`src/cau_pkg.sv`:
```
// shared types and constants of the complex arithmetic unit
package cau_pkg;
   localparam int FUNC_BITS = 3;
   localparam int EXP_BITS = 8;
   localparam int STATUS_BITS = 2;

   typedef enum logic [FUNC_BITS-1:0] {
      FUNC_ADD = 3'd0,
      FUNC_SUB = 3'd1,
      FUNC_MUL = 3'd2,
      FUNC_DIV = 3'd3,
      FUNC_POW = 3'd4
   } func_type;

   typedef enum logic [STATUS_BITS-1:0] {
      STATUS_OK = 2'd0,
      STATUS_OVF = 2'd1,
      STATUS_DIV0 = 2'd2
   } status_type;

   typedef enum logic [1:0] {
      OP_NONE,
      OP_MUL,
      OP_DIV,
      OP_POW
   } op_type;

   typedef enum logic [3:0] {
      ST_IDLE,
      ST_MUL_A,
      ST_MUL_B,
      ST_MUL_C,
      ST_MUL_D,
      ST_MUL_SUM,
      ST_DEN,
      ST_DIV_RE,
      ST_DIV_IM,
      ST_DIV_FIX,
      ST_DONE
   } state_type;
endpackage

```
`src/cau_front.sv`:
```
// front end: accepts requests, computes add and subtract results, queues every request
module cau_front #(
   parameter int WORD_BITS = 32,
   parameter int MAX_EXPONENT = 255,
   parameter int EW = 16
) (
   input  logic clock,
   input  logic reset,
   input  logic in_valid,
   output logic in_ready,
   input  logic [cau_pkg::FUNC_BITS-1:0] in_func,
   input  logic signed [WORD_BITS-1:0] in_ar,
   input  logic signed [WORD_BITS-1:0] in_ai,
   input  logic signed [WORD_BITS-1:0] in_br,
   input  logic signed [WORD_BITS-1:0] in_bi,
   input  logic [cau_pkg::EXP_BITS-1:0] in_exp,
   output logic q_valid,
   input  logic q_ready,
   output cau_pkg::op_type q_op,
   output logic signed [WORD_BITS-1:0] q_ar,
   output logic signed [WORD_BITS-1:0] q_ai,
   output logic signed [WORD_BITS-1:0] q_br,
   output logic signed [WORD_BITS-1:0] q_bi,
   output logic [EW-1:0] q_exp,
   output logic signed [WORD_BITS-1:0] q_rr,
   output logic signed [WORD_BITS-1:0] q_ri,
   output logic [cau_pkg::STATUS_BITS-1:0] q_st
);
   localparam int DEPTH = 2;
   localparam logic signed [WORD_BITS:0] MAXV = (WORD_BITS+1)'((64'sd1 <<< (WORD_BITS-1)) - 1);
   localparam logic signed [WORD_BITS:0] MINV = -MAXV - 1;

   cau_pkg::op_type op_m [DEPTH];
   logic signed [WORD_BITS-1:0] ar_m [DEPTH], ai_m [DEPTH], br_m [DEPTH], bi_m [DEPTH];
   logic signed [WORD_BITS-1:0] rr_m [DEPTH], ri_m [DEPTH];
   logic [EW-1:0] exp_m [DEPTH];
   logic [cau_pkg::STATUS_BITS-1:0] st_m [DEPTH];
   logic wp_ff, wp_in, rp_ff, rp_in;
   logic [1:0] cnt_ff, cnt_in;

   logic signed [WORD_BITS:0] sr, si;
   logic signed [WORD_BITS-1:0] cr, ci;
   logic ovr, ovi;
   cau_pkg::op_type op;
   logic [EW-1:0] ex;

   always_comb begin
      if (in_func == cau_pkg::FUNC_SUB) begin
         sr = {in_ar[WORD_BITS-1], in_ar} - {in_br[WORD_BITS-1], in_br};
         si = {in_ai[WORD_BITS-1], in_ai} - {in_bi[WORD_BITS-1], in_bi};
      end else begin
         sr = {in_ar[WORD_BITS-1], in_ar} + {in_br[WORD_BITS-1], in_br};
         si = {in_ai[WORD_BITS-1], in_ai} + {in_bi[WORD_BITS-1], in_bi};
      end
      ovr = (sr > MAXV) || (sr < MINV);
      ovi = (si > MAXV) || (si < MINV);
      cr = ovr ? (sr[WORD_BITS] ? MINV[WORD_BITS-1:0] : MAXV[WORD_BITS-1:0]) : sr[WORD_BITS-1:0];
      ci = ovi ? (si[WORD_BITS] ? MINV[WORD_BITS-1:0] : MAXV[WORD_BITS-1:0]) : si[WORD_BITS-1:0];
      ex = (EW'(in_exp) > EW'(MAX_EXPONENT)) ? EW'(MAX_EXPONENT) : EW'(in_exp);
      case (in_func)
         cau_pkg::FUNC_ADD, cau_pkg::FUNC_SUB: op = cau_pkg::OP_NONE;
         cau_pkg::FUNC_MUL: op = cau_pkg::OP_MUL;
         cau_pkg::FUNC_DIV: op = cau_pkg::OP_DIV;
         cau_pkg::FUNC_POW: op = cau_pkg::OP_POW;
         default: op = cau_pkg::OP_NONE;
      endcase
   end

   logic is_as;
   assign is_as = (in_func == cau_pkg::FUNC_ADD) || (in_func == cau_pkg::FUNC_SUB);
   assign in_ready = (cnt_ff != 2'(DEPTH));
   assign q_valid = (cnt_ff != 2'd0);
   assign q_op = op_m[rp_ff];
   assign q_ar = ar_m[rp_ff];
   assign q_ai = ai_m[rp_ff];
   assign q_br = br_m[rp_ff];
   assign q_bi = bi_m[rp_ff];
   assign q_exp = exp_m[rp_ff];
   assign q_rr = rr_m[rp_ff];
   assign q_ri = ri_m[rp_ff];
   assign q_st = st_m[rp_ff];

   logic push, pop;
   assign push = in_valid && in_ready;
   assign pop = q_valid && q_ready;

   always_comb begin
      wp_in = push ? ~wp_ff : wp_ff;
      rp_in = pop ? ~rp_ff : rp_ff;
      cnt_in = cnt_ff + 2'(push) - 2'(pop);
   end

   always_ff @(posedge clock) begin
      if (reset) begin
         wp_ff <= 1'b0;
         rp_ff <= 1'b0;
         cnt_ff <= 2'd0;
      end else begin
         wp_ff <= wp_in;
         rp_ff <= rp_in;
         cnt_ff <= cnt_in;
      end
   end

   always_ff @(posedge clock) begin
      if (push) begin
         op_m[wp_ff] <= op;
         ar_m[wp_ff] <= in_ar;
         ai_m[wp_ff] <= in_ai;
         br_m[wp_ff] <= in_br;
         bi_m[wp_ff] <= in_bi;
         exp_m[wp_ff] <= ex;
         rr_m[wp_ff] <= is_as ? cr : '0;
         ri_m[wp_ff] <= is_as ? ci : '0;
         st_m[wp_ff] <= (is_as && (ovr || ovi)) ? cau_pkg::STATUS_OVF : cau_pkg::STATUS_OK;
      end
   end
endmodule

```
`config.mk`:
```
export PLATFORM = sky130hd
export DESIGN_NAME = cau_front
export DESIGN_NICKNAME = d
export VERILOG_FILES = /design/src/cau_pkg.sv /design/src/cau_front.sv
export SDC_FILE = /design/constraint.sdc
export NUM_CORES = 1
export LEC_CHECK = 0
export BUFFER_PORTS_ARGS = -buffer_cell sky130_fd_sc_hd__buf_2
export CORE_ASPECT_RATIO = 0.7
export CORE_MARGIN = 2
export CORE_UTILIZATION = 51
export CTS_CLUSTER_SIZE = 12
export DETAILED_ROUTE_END_ITERATION = 12
export PLACE_DENSITY = 0.77
export SYNTH_ARGS = -nofsm -noshare
export SYNTH_HDL_FRONTEND = slang
export SYNTH_SLANG_ARGS = --single-unit
```
`constraint.sdc`:
```
create_clock -name clock -period 9.77 [get_ports clock]
set_clock_uncertainty 0.05 [all_clocks]
set_input_delay 0 -clock clock [delete_from_list [all_inputs] [get_ports clock]]
set_output_delay 0 -clock clock [all_outputs]
set_load 0.01 [all_outputs]
```
Word level (Yosys, flattened, before mapping)
Memories as Yosys holds them, arrays and structs flattened. A register that Yosys moved wholly into a read port is not among the register bits.
Cells that the tools add are included.
- eq/ne operators: 5
- reduce and logical (&&, ||, !) cells: 9
- muxes and demuxes: 30
- add/subtract/negate cells: 6
- bitwise logic cells: 2
- order comparisons: 4
- operators with widths (kind ; number):
    32-bit two-way mux ; 6
    32-bit by 32-bit adder with 33-bit output ; 2
    33-bit by 32-bit > comparator with 1-bit output, second input constant ; 2
    33-bit by 32-bit less-than comparator with 1-bit output, second input constant ; 2
    33-bit two-way mux ; 2
    32-bit by 32-bit subtractor with 33-bit output ; 2
    1-bit two-way mux ; 21
    3-bit by 2-bit equality test with 1-bit output, second input constant ; 2
    2-bit case mux with 3 select lines ; 1
    1-bit logical OR ; 4
    3-bit by 1-bit equality test with 1-bit output, second input constant ; 1
    3-bit equality test, second input constant ; 1
    1-bit logical AND ; 3
    3-bit logical NOT ; 1
    2-bit by 1-bit adder with 2-bit output ; 1
    2-bit != test, second input constant ; 1
    1-bit NOT ; 2
    2-bit nonzero test ; 1
    2-bit by 1-bit subtractor with 2-bit output ; 1
- logic and storage cells: 68
- output and inout port bits: 214
- register bits after elaboration: 4
- bits in writable memories: 406
- bits of input ports: 143
- memories: 9
- memory list (name ; words ; width ; read ports ; clocked after memory_dff ; write ports ; RTL line ; RTL):
    ai_m ; 2 ; 32 ; 1 ; 1 ; 1 ; cau_front.sv:34 ; logic signed [WORD_BITS-1:0] ar_m [DEPTH], ai_m [DEPTH], br_m [DEPTH], bi_m [DEPTH];
    ar_m ; 2 ; 32 ; 1 ; 1 ; 1 ; cau_front.sv:34 ;
    bi_m ; 2 ; 32 ; 1 ; 1 ; 1 ; cau_front.sv:34 ;
    br_m ; 2 ; 32 ; 1 ; 1 ; 1 ; cau_front.sv:34 ;
    ri_m ; 2 ; 32 ; 1 ; 1 ; 1 ; cau_front.sv:35 ; logic signed [WORD_BITS-1:0] rr_m [DEPTH], ri_m [DEPTH];
    rr_m ; 2 ; 32 ; 1 ; 1 ; 1 ; cau_front.sv:35 ;
    3 more memories ; n/a ; n/a ; n/a ; n/a ; n/a ; n/a ;

Logic depth before layout (Yosys ltp)
- depth in word-level cells: 7
- depth in mapped cells: 21
- gate-level depth less buffers: 18

Worst setup path after synthesis
Ideal clock, no wire load.
- kind: reg2reg
- from: reg cnt_ff[0]
- to: mem ai_m[0][0] (enable)
- period minus slack after synthesis: 9866 ps
- buffers on the path: 0
- required time: 8951 ps
- data arrival time: 9046 ps
- cell stages (with the launch flop): 4
- library setup time: 769 ps
- path slack: -96 ps
- cell sequence: dfxtp_1 nand2b_1 nand2_1 nor2_1
- word-level cells in the longest chain between the ends: 4
- ends and longest elaborated chain (what ; RTL line ; RTL):
    start, declared ; cau_front.sv:39 ; logic [1:0] cnt_ff, cnt_in;
    start signal, assigned ; cau_front.sv:101 ; cnt_ff <= cnt_in;
    2-bit != test ; cau_front.sv:71 ; assign in_ready = (cnt_ff != 2'(DEPTH));
    named net in_ready ; cau_front.sv:10 ; output logic in_ready,
    1-bit logical AND ; cau_front.sv:84 ; assign push = in_valid && in_ready;
    1-bit two-way mux ; cau_front.sv:106 ; if (push) begin
    1-bit two-way mux (not written as such) ; cau_front.sv:109 ; ai_m[wp_ff] <= in_ai;
    end, declared ; cau_front.sv:34 ;
The timed path passes the listed nets, and every way through them passes these cells.

Final worst setup path
- from: in in_br[4]
- to: mem rr_m[1][28] (data pin)
- word-level cells in the longest chain between the ends: 6
- elaborated cells on any way between the ends: 9
- classes of those cells: add/sub (2); order compare (2); mux (4); reduce/logical (1)
- ends and longest elaborated chain (what ; RTL line ; RTL):
    start, declared ; cau_front.sv:14 ; input logic signed [WORD_BITS-1:0] in_br,
    32-bit by 32-bit adder with 33-bit output or 32-bit by 32-bit subtractor with 33-bit output (tied branches) ; cau_front.sv:52, cau_front.sv:49 ;
    33-bit two-way mux * ; cau_front.sv:48 ; if (in_func == cau_pkg::FUNC_SUB) begin
    33-bit by 32-bit > comparator with 1-bit output or 33-bit by 32-bit less-than comparator with 1-bit output (tied branches) ; cau_front.sv:55 ; ovr = (sr > MAXV) || (sr < MINV);
    1-bit logical OR ; cau_front.sv:55 ;
    32-bit two-way mux * ; cau_front.sv:57 ; cr = ovr ? (sr[WORD_BITS] ? MINV[WORD_BITS-1:0] : MAXV[WORD_BITS-1:0]) : sr[WORD_BITS-1:0];
    32-bit two-way mux * ; cau_front.sv:113 ; rr_m[wp_ff] <= is_as ? cr : '0;
    end, declared ; cau_front.sv:35 ;
Mark *: on every way between the ends. The rest lies on a longest branch, timed or not.

==> impl_results.rst <==
.. list-table::
   :header-rows: 1

   * - Metric
     - Value
   * - PD cells
     - 223.6 nW/um^2
   * - Design Power
     - ~0.0056 W
   * - Signed area change from the synthesized netlist to the final layout
     - 24.79%
   * - Number of global-route vias before repair
     - approximately 14,000
   * - Die Outline Area
     - approximately 41,000 um^2
   * - Count of instances resized after the clock tree is built
     - 0
   * - WL final
     - ~52,000 um
   * - Detailed-route wire length per cell
     - between 20 and 25 um
   * - Proportion of synthesized chip area in sequential cells
     - around three fifths
   * - Max-slew violation count
     - 0
   * - Startpoint of the lowest-slack register-to-register path
     - cnt_ff[0]$_SDFF_PP0_
   * - Area of the core
     - just under 40,000 um^2
   * - Adder and majority gate portion of the synthesized area
     - around 4.5%
   * - Overall via count from detail_route
     - around 14,000
   * - CTS tree
     - yes
   * - Number of standard cells in the layout, taps in and fillers out
     - approximately 2,500
   * - Worst EP arrival
     - around 6600 ps
   * - Final nets
     - roughly 2,100
   * - Multiplexer fraction of the synthesized cell area
     - between 10% and 20%
   * - Cell chosen for the clock root
     - sky130_fd_sc_hd__clkbuf_16
   * - Simple-gate portion of the synthesized area
     - around 6.1%
   * - Cell variety after synth
     - 76
   * - Post-detailed-route via-to-cell ratio
     - ~5.8
   * - CP endpoint kind
     - flop
   * - Biggest fanout along the worst timing path
     - 31
   * - Clock sink count
     - approximately 410
   * - Setup repair after global routing missed its margin
     - no
   * - Buffers inserted during post-CTS setup optimization
     - 0
   * - Wire length of the first global-routing pass
     - about 79,000 um
   * - Total leakage power
     - approximately 9.7 nW
   * - Type of element launching the critical path
     - input pin
   * - Number of flops mapped to enable cells by yosys
     - about 400
   * - Number of synthesized register bits
     - around 410
   * - Deepest clock path buffer count
     - 3
   * - Yosys top cell by area
     - sky130_fd_sc_hd__edfxtp_1
   * - Leading cell types by count after synthesis
     - 406 x sky130_fd_sc_hd__edfxtp_1, 204 x sky130_fd_sc_hd__mux2_2, 97 x sky130_fd_sc_hd__a21oi_1, 68 x sky130_fd_sc_hd__ha_1, 63 x sky130_fd_sc_hd__xnor2_1
   * - Final Setup Violations
     - 0
   * - Number of cells in the design after placement
     - approximately 2,300
   * - Length of the first detailed-routing pass in iterations
     - 6
   * - Synthesized-area fraction occupied by ao, oa, aoi and oai cells
     - just under 10%
   * - Fraction of met1 tracks used by global routing
     - about a third
   * - Most common cell in the synthesized netlist
     - sky130_fd_sc_hd__edfxtp_1
   * - Number of max-cap violations
     - 0
   * - Number of I/O port buffers
     - between 300 and 400
   * - Layout Utilization
     - between 60% and 70%
   * - Final period utilization
     - ~65%
   * - Gp weighted congestion
     - 0.9551
   * - Warnings from Yosys
     - 0
   * - Pin count of the biggest net entering global routing
     - 72
   * - Setup slack, reg-to-reg
     - between 6000 and 7000 ps
   * - Xor and xnor fraction of the mapped netlist area
     - ~5.3%
   * - Worst Slack Setup Final
     - 3444 ps
   * - HPWL after detailed placement
     - 35,300 um
   * - Initial core utilization
     - between 50% and 60%
   * - Main combinational cell family by area after synthesis
     - multiplexers
   * - Origin of the worst min-delay path
     - in_exp[5]
   * - Slowest stage delay, CP
     - 800 ps
   * - Layout cell share with drive strength beyond 1
     - between 30 and 40%
   * - Hold endpoint
     - exp_m[0][5]$_DFFE_PP_
   * - Critical path required time
     - roughly 10,000 ps
   * - Final-report hold violation count
     - 0
   * - Overall Global Routing Usage
     - 24.63%
   * - Number of fill cells in the layout
     - 2,793
   * - Met3 track demand over resource
     - roughly 5.2%
   * - Die Y
     - roughly 170 um
   * - Final Critical Period
     - roughly 6300 ps
   * - Status
     - completed
   * - Transition time at the pin with the least slew margin
     - ~1100 ps
   * - DR DRC count
     - 0
   * - Destination of the worst register-to-register timing path
     - rr_m[1][28]$_DFFE_PP_
   * - Path category of the worst min-delay check
     - in -> reg
   * - CTS HTree Levels
     - 2
   * - Rel. slew slack
     - approximately a quarter
   * - Busiest grt layer
     - met2
   * - Placement row count
     - 60
   * - Cell breakdown of the critical path
     - dlygate4sd3_1, buf_2, nor4_1, nor4b_1, nand3_1, o21ai_0, xor2_1, ha_1, and3_1, o211ai_1, a31oi_1, a2111oi_2, a311oi_1, a311oi_2, and3b_2, mux2_2, a211oi_1
   * - Kind of critical path
     - in -> reg
   * - Syn avg cell area
     - 14.02 um^2
   * - Worst hold stages
     - 2
   * - Final sum of negative setup slack
     - 0 ps
   * - CTS buffer count
     - 42
   * - ANT nets after route
     - 0
   * - Max frequency
     - ~160 MHz
   * - Number of antenna violations at the first check in global routing
     - 3
   * - Highest-delay cell along the critical path
     - sky130_fd_sc_hd__nor4_1
   * - Post-synth top flop
     - sky130_fd_sc_hd__edfxtp_1
   * - Violation count after the first detailed-routing iteration
     - ~1,200
   * - Cell area after technology mapping
     - 20,190 um^2
   * - Global routing met2 resource utilization
     - approximately 39%
   * - IO Count
     - around 360
   * - Worst reg2reg path depth
     - 4
   * - Top cell type's share of synthesized area
     - between 60% and 70%
   * - Clock insertion delay at the later pin of the skew report
     - approximately 540 ps
   * - Leading cell types by total area after synthesis
     - sky130_fd_sc_hd__edfxtp_1 60%, sky130_fd_sc_hd__mux2_2 11%, sky130_fd_sc_hd__ha_1 4.2%
   * - Clock transition at the register clock pins on the worst setup and hold paths after CTS
     - 60 ps
   * - DP Worst Slack
     - between 3000 and 4000 ps
   * - X dimension of the die
     - between 200 and 250 um
   * - Maximum VDD drop
     - around 0.17 mV
   * - Grt total ovfl
     - 0
   * - Mapped Cells
     - 1,440
   * - Share of synthesized registers carrying an async set or reset
     - 0%
==> worst max path at each step <==
stage                               from  depth (start not counted)  slack, ps                    end
finish                          in_br[4]                         17       3440  rr_m[1][28]$_DFFE_PP_
detailed placement              in_br[4]                         16       3630  rr_m[1][23]$_DFFE_PP_
floorplan           cnt_ff[0]$_SDFF_PP0_                          3       3340   ai_m[0][0]$_DFFE_PP_
CTS                             in_br[4]                         17       3640  rr_m[0][23]$_DFFE_PP_
global placement               in_bi[10]                         17       3940  ri_m[0][20]$_DFFE_PP_
global route                    in_br[4]                         17       3090  rr_m[1][28]$_DFFE_PP_
==> cell type report <==
class	count	area [um^2]	share of cell area (%)
sequential	411	12300	48.79
multi-input combinational	948	7579	30.07
timing repair buffer	506	3291	13.06
clock buffer	59	1229	4.876
tap	527	659.4	2.617
inverter	25	93.84	0.3724
clock inverter	6	51.30	0.2036
antenna	1	2.502	0.009930
==> per-stage QoR <==
stage | hold slack, ps | area (um^2)
finish | 137.6 | 25200
global route | 124.9 | 25200
CTS | 106.9 | 25200
detailed placement | 142.1 | 22480
global placement | 138.6 | 22480
floorplan | 21.61 | 20230
==> sequential cells by signal, summed over array words and instances, names as in the netlist, named ones only <==
signal,flops
ai_m,64
ar_m,64
bi_m,64
br_m,64
cnt_ff,2
exp_m,16
op_m,4
ri_m,64
rp_ff,1
rr_m,64
st_m,2
wp_ff,1
==> repair_timing <==
action	4_1_cts	5_1_grt
setup endpoints to repair	0	0
hold buffers	144	0
endpoints found under the hold margin	287	0
==> logic make-up (layout without fill, tap and decap cells) <==
group | count (synthesis) | count (layout)
other cells | 1 | 10
compound gates | 302 | 302
mux | 208 | 208
flops | 411 | 411
simple gates | 234 | 234
xor+xnor | 123 | 123
fa+ha+maj | 72 | 72
buf+inv | 89 | 596
==> critical path, delay by kind of cell <==
family,cells,cell delay [ps]
multiplexers,1,540
AND/OR/NAND/NOR,5,2480
AO/OA/AOI/OAI,7,2390
adder cells (fa/ha/maj),1,310
buffers and inverters,2,670
XOR/XNOR,1,180
==> power by group <==
part	switching (W)	internal [W]	leakage, nW	total [W]
clock	0.000640	0.000891	0.628	0.00153
combinational	0.00101	0.000738	5.18	0.00174
sequential	0.0000814	0.00228	3.87	0.00236
==> per-layer routing <==
layer | share of wire [%] | vias up
li1 | - | 6543
met5 | 0.052 | -
met1 | 44 | 7060
met2 | 46 | 583
met4 | 2.6 | 4
met3 | 7.7 | 96
==> layout by cell type (no fill, tap or decap), types with 10 or more instances in the layout <==
cell type                         n
sky130_fd_sc_hd__o21bai_1        11
sky130_fd_sc_hd__nor3_1          22
sky130_fd_sc_hd__ha_1            68
sky130_fd_sc_hd__o21ai_0         49
sky130_fd_sc_hd__o31ai_1         13
sky130_fd_sc_hd__or3_1           10
sky130_fd_sc_hd__mux2_2         204
sky130_fd_sc_hd__buf_4           15
sky130_fd_sc_hd__inv_1           25
sky130_fd_sc_hd__buf_2          347
sky130_fd_sc_hd__a21o_1          24
sky130_fd_sc_hd__o21a_1          14
sky130_fd_sc_hd__xor2_1          60
sky130_fd_sc_hd__a211oi_1        32
sky130_fd_sc_hd__nand2b_1        14
sky130_fd_sc_hd__nand2_1         51
sky130_fd_sc_hd__dlygate4sd3_1  144
sky130_fd_sc_hd__edfxtp_1       406
sky130_fd_sc_hd__clkbuf_16       45
sky130_fd_sc_hd__nor2_1          55
sky130_fd_sc_hd__xnor2_1         61
sky130_fd_sc_hd__a21oi_1         97
sky130_fd_sc_hd__a31oi_1         15
(Power assumes the default switching activity.)
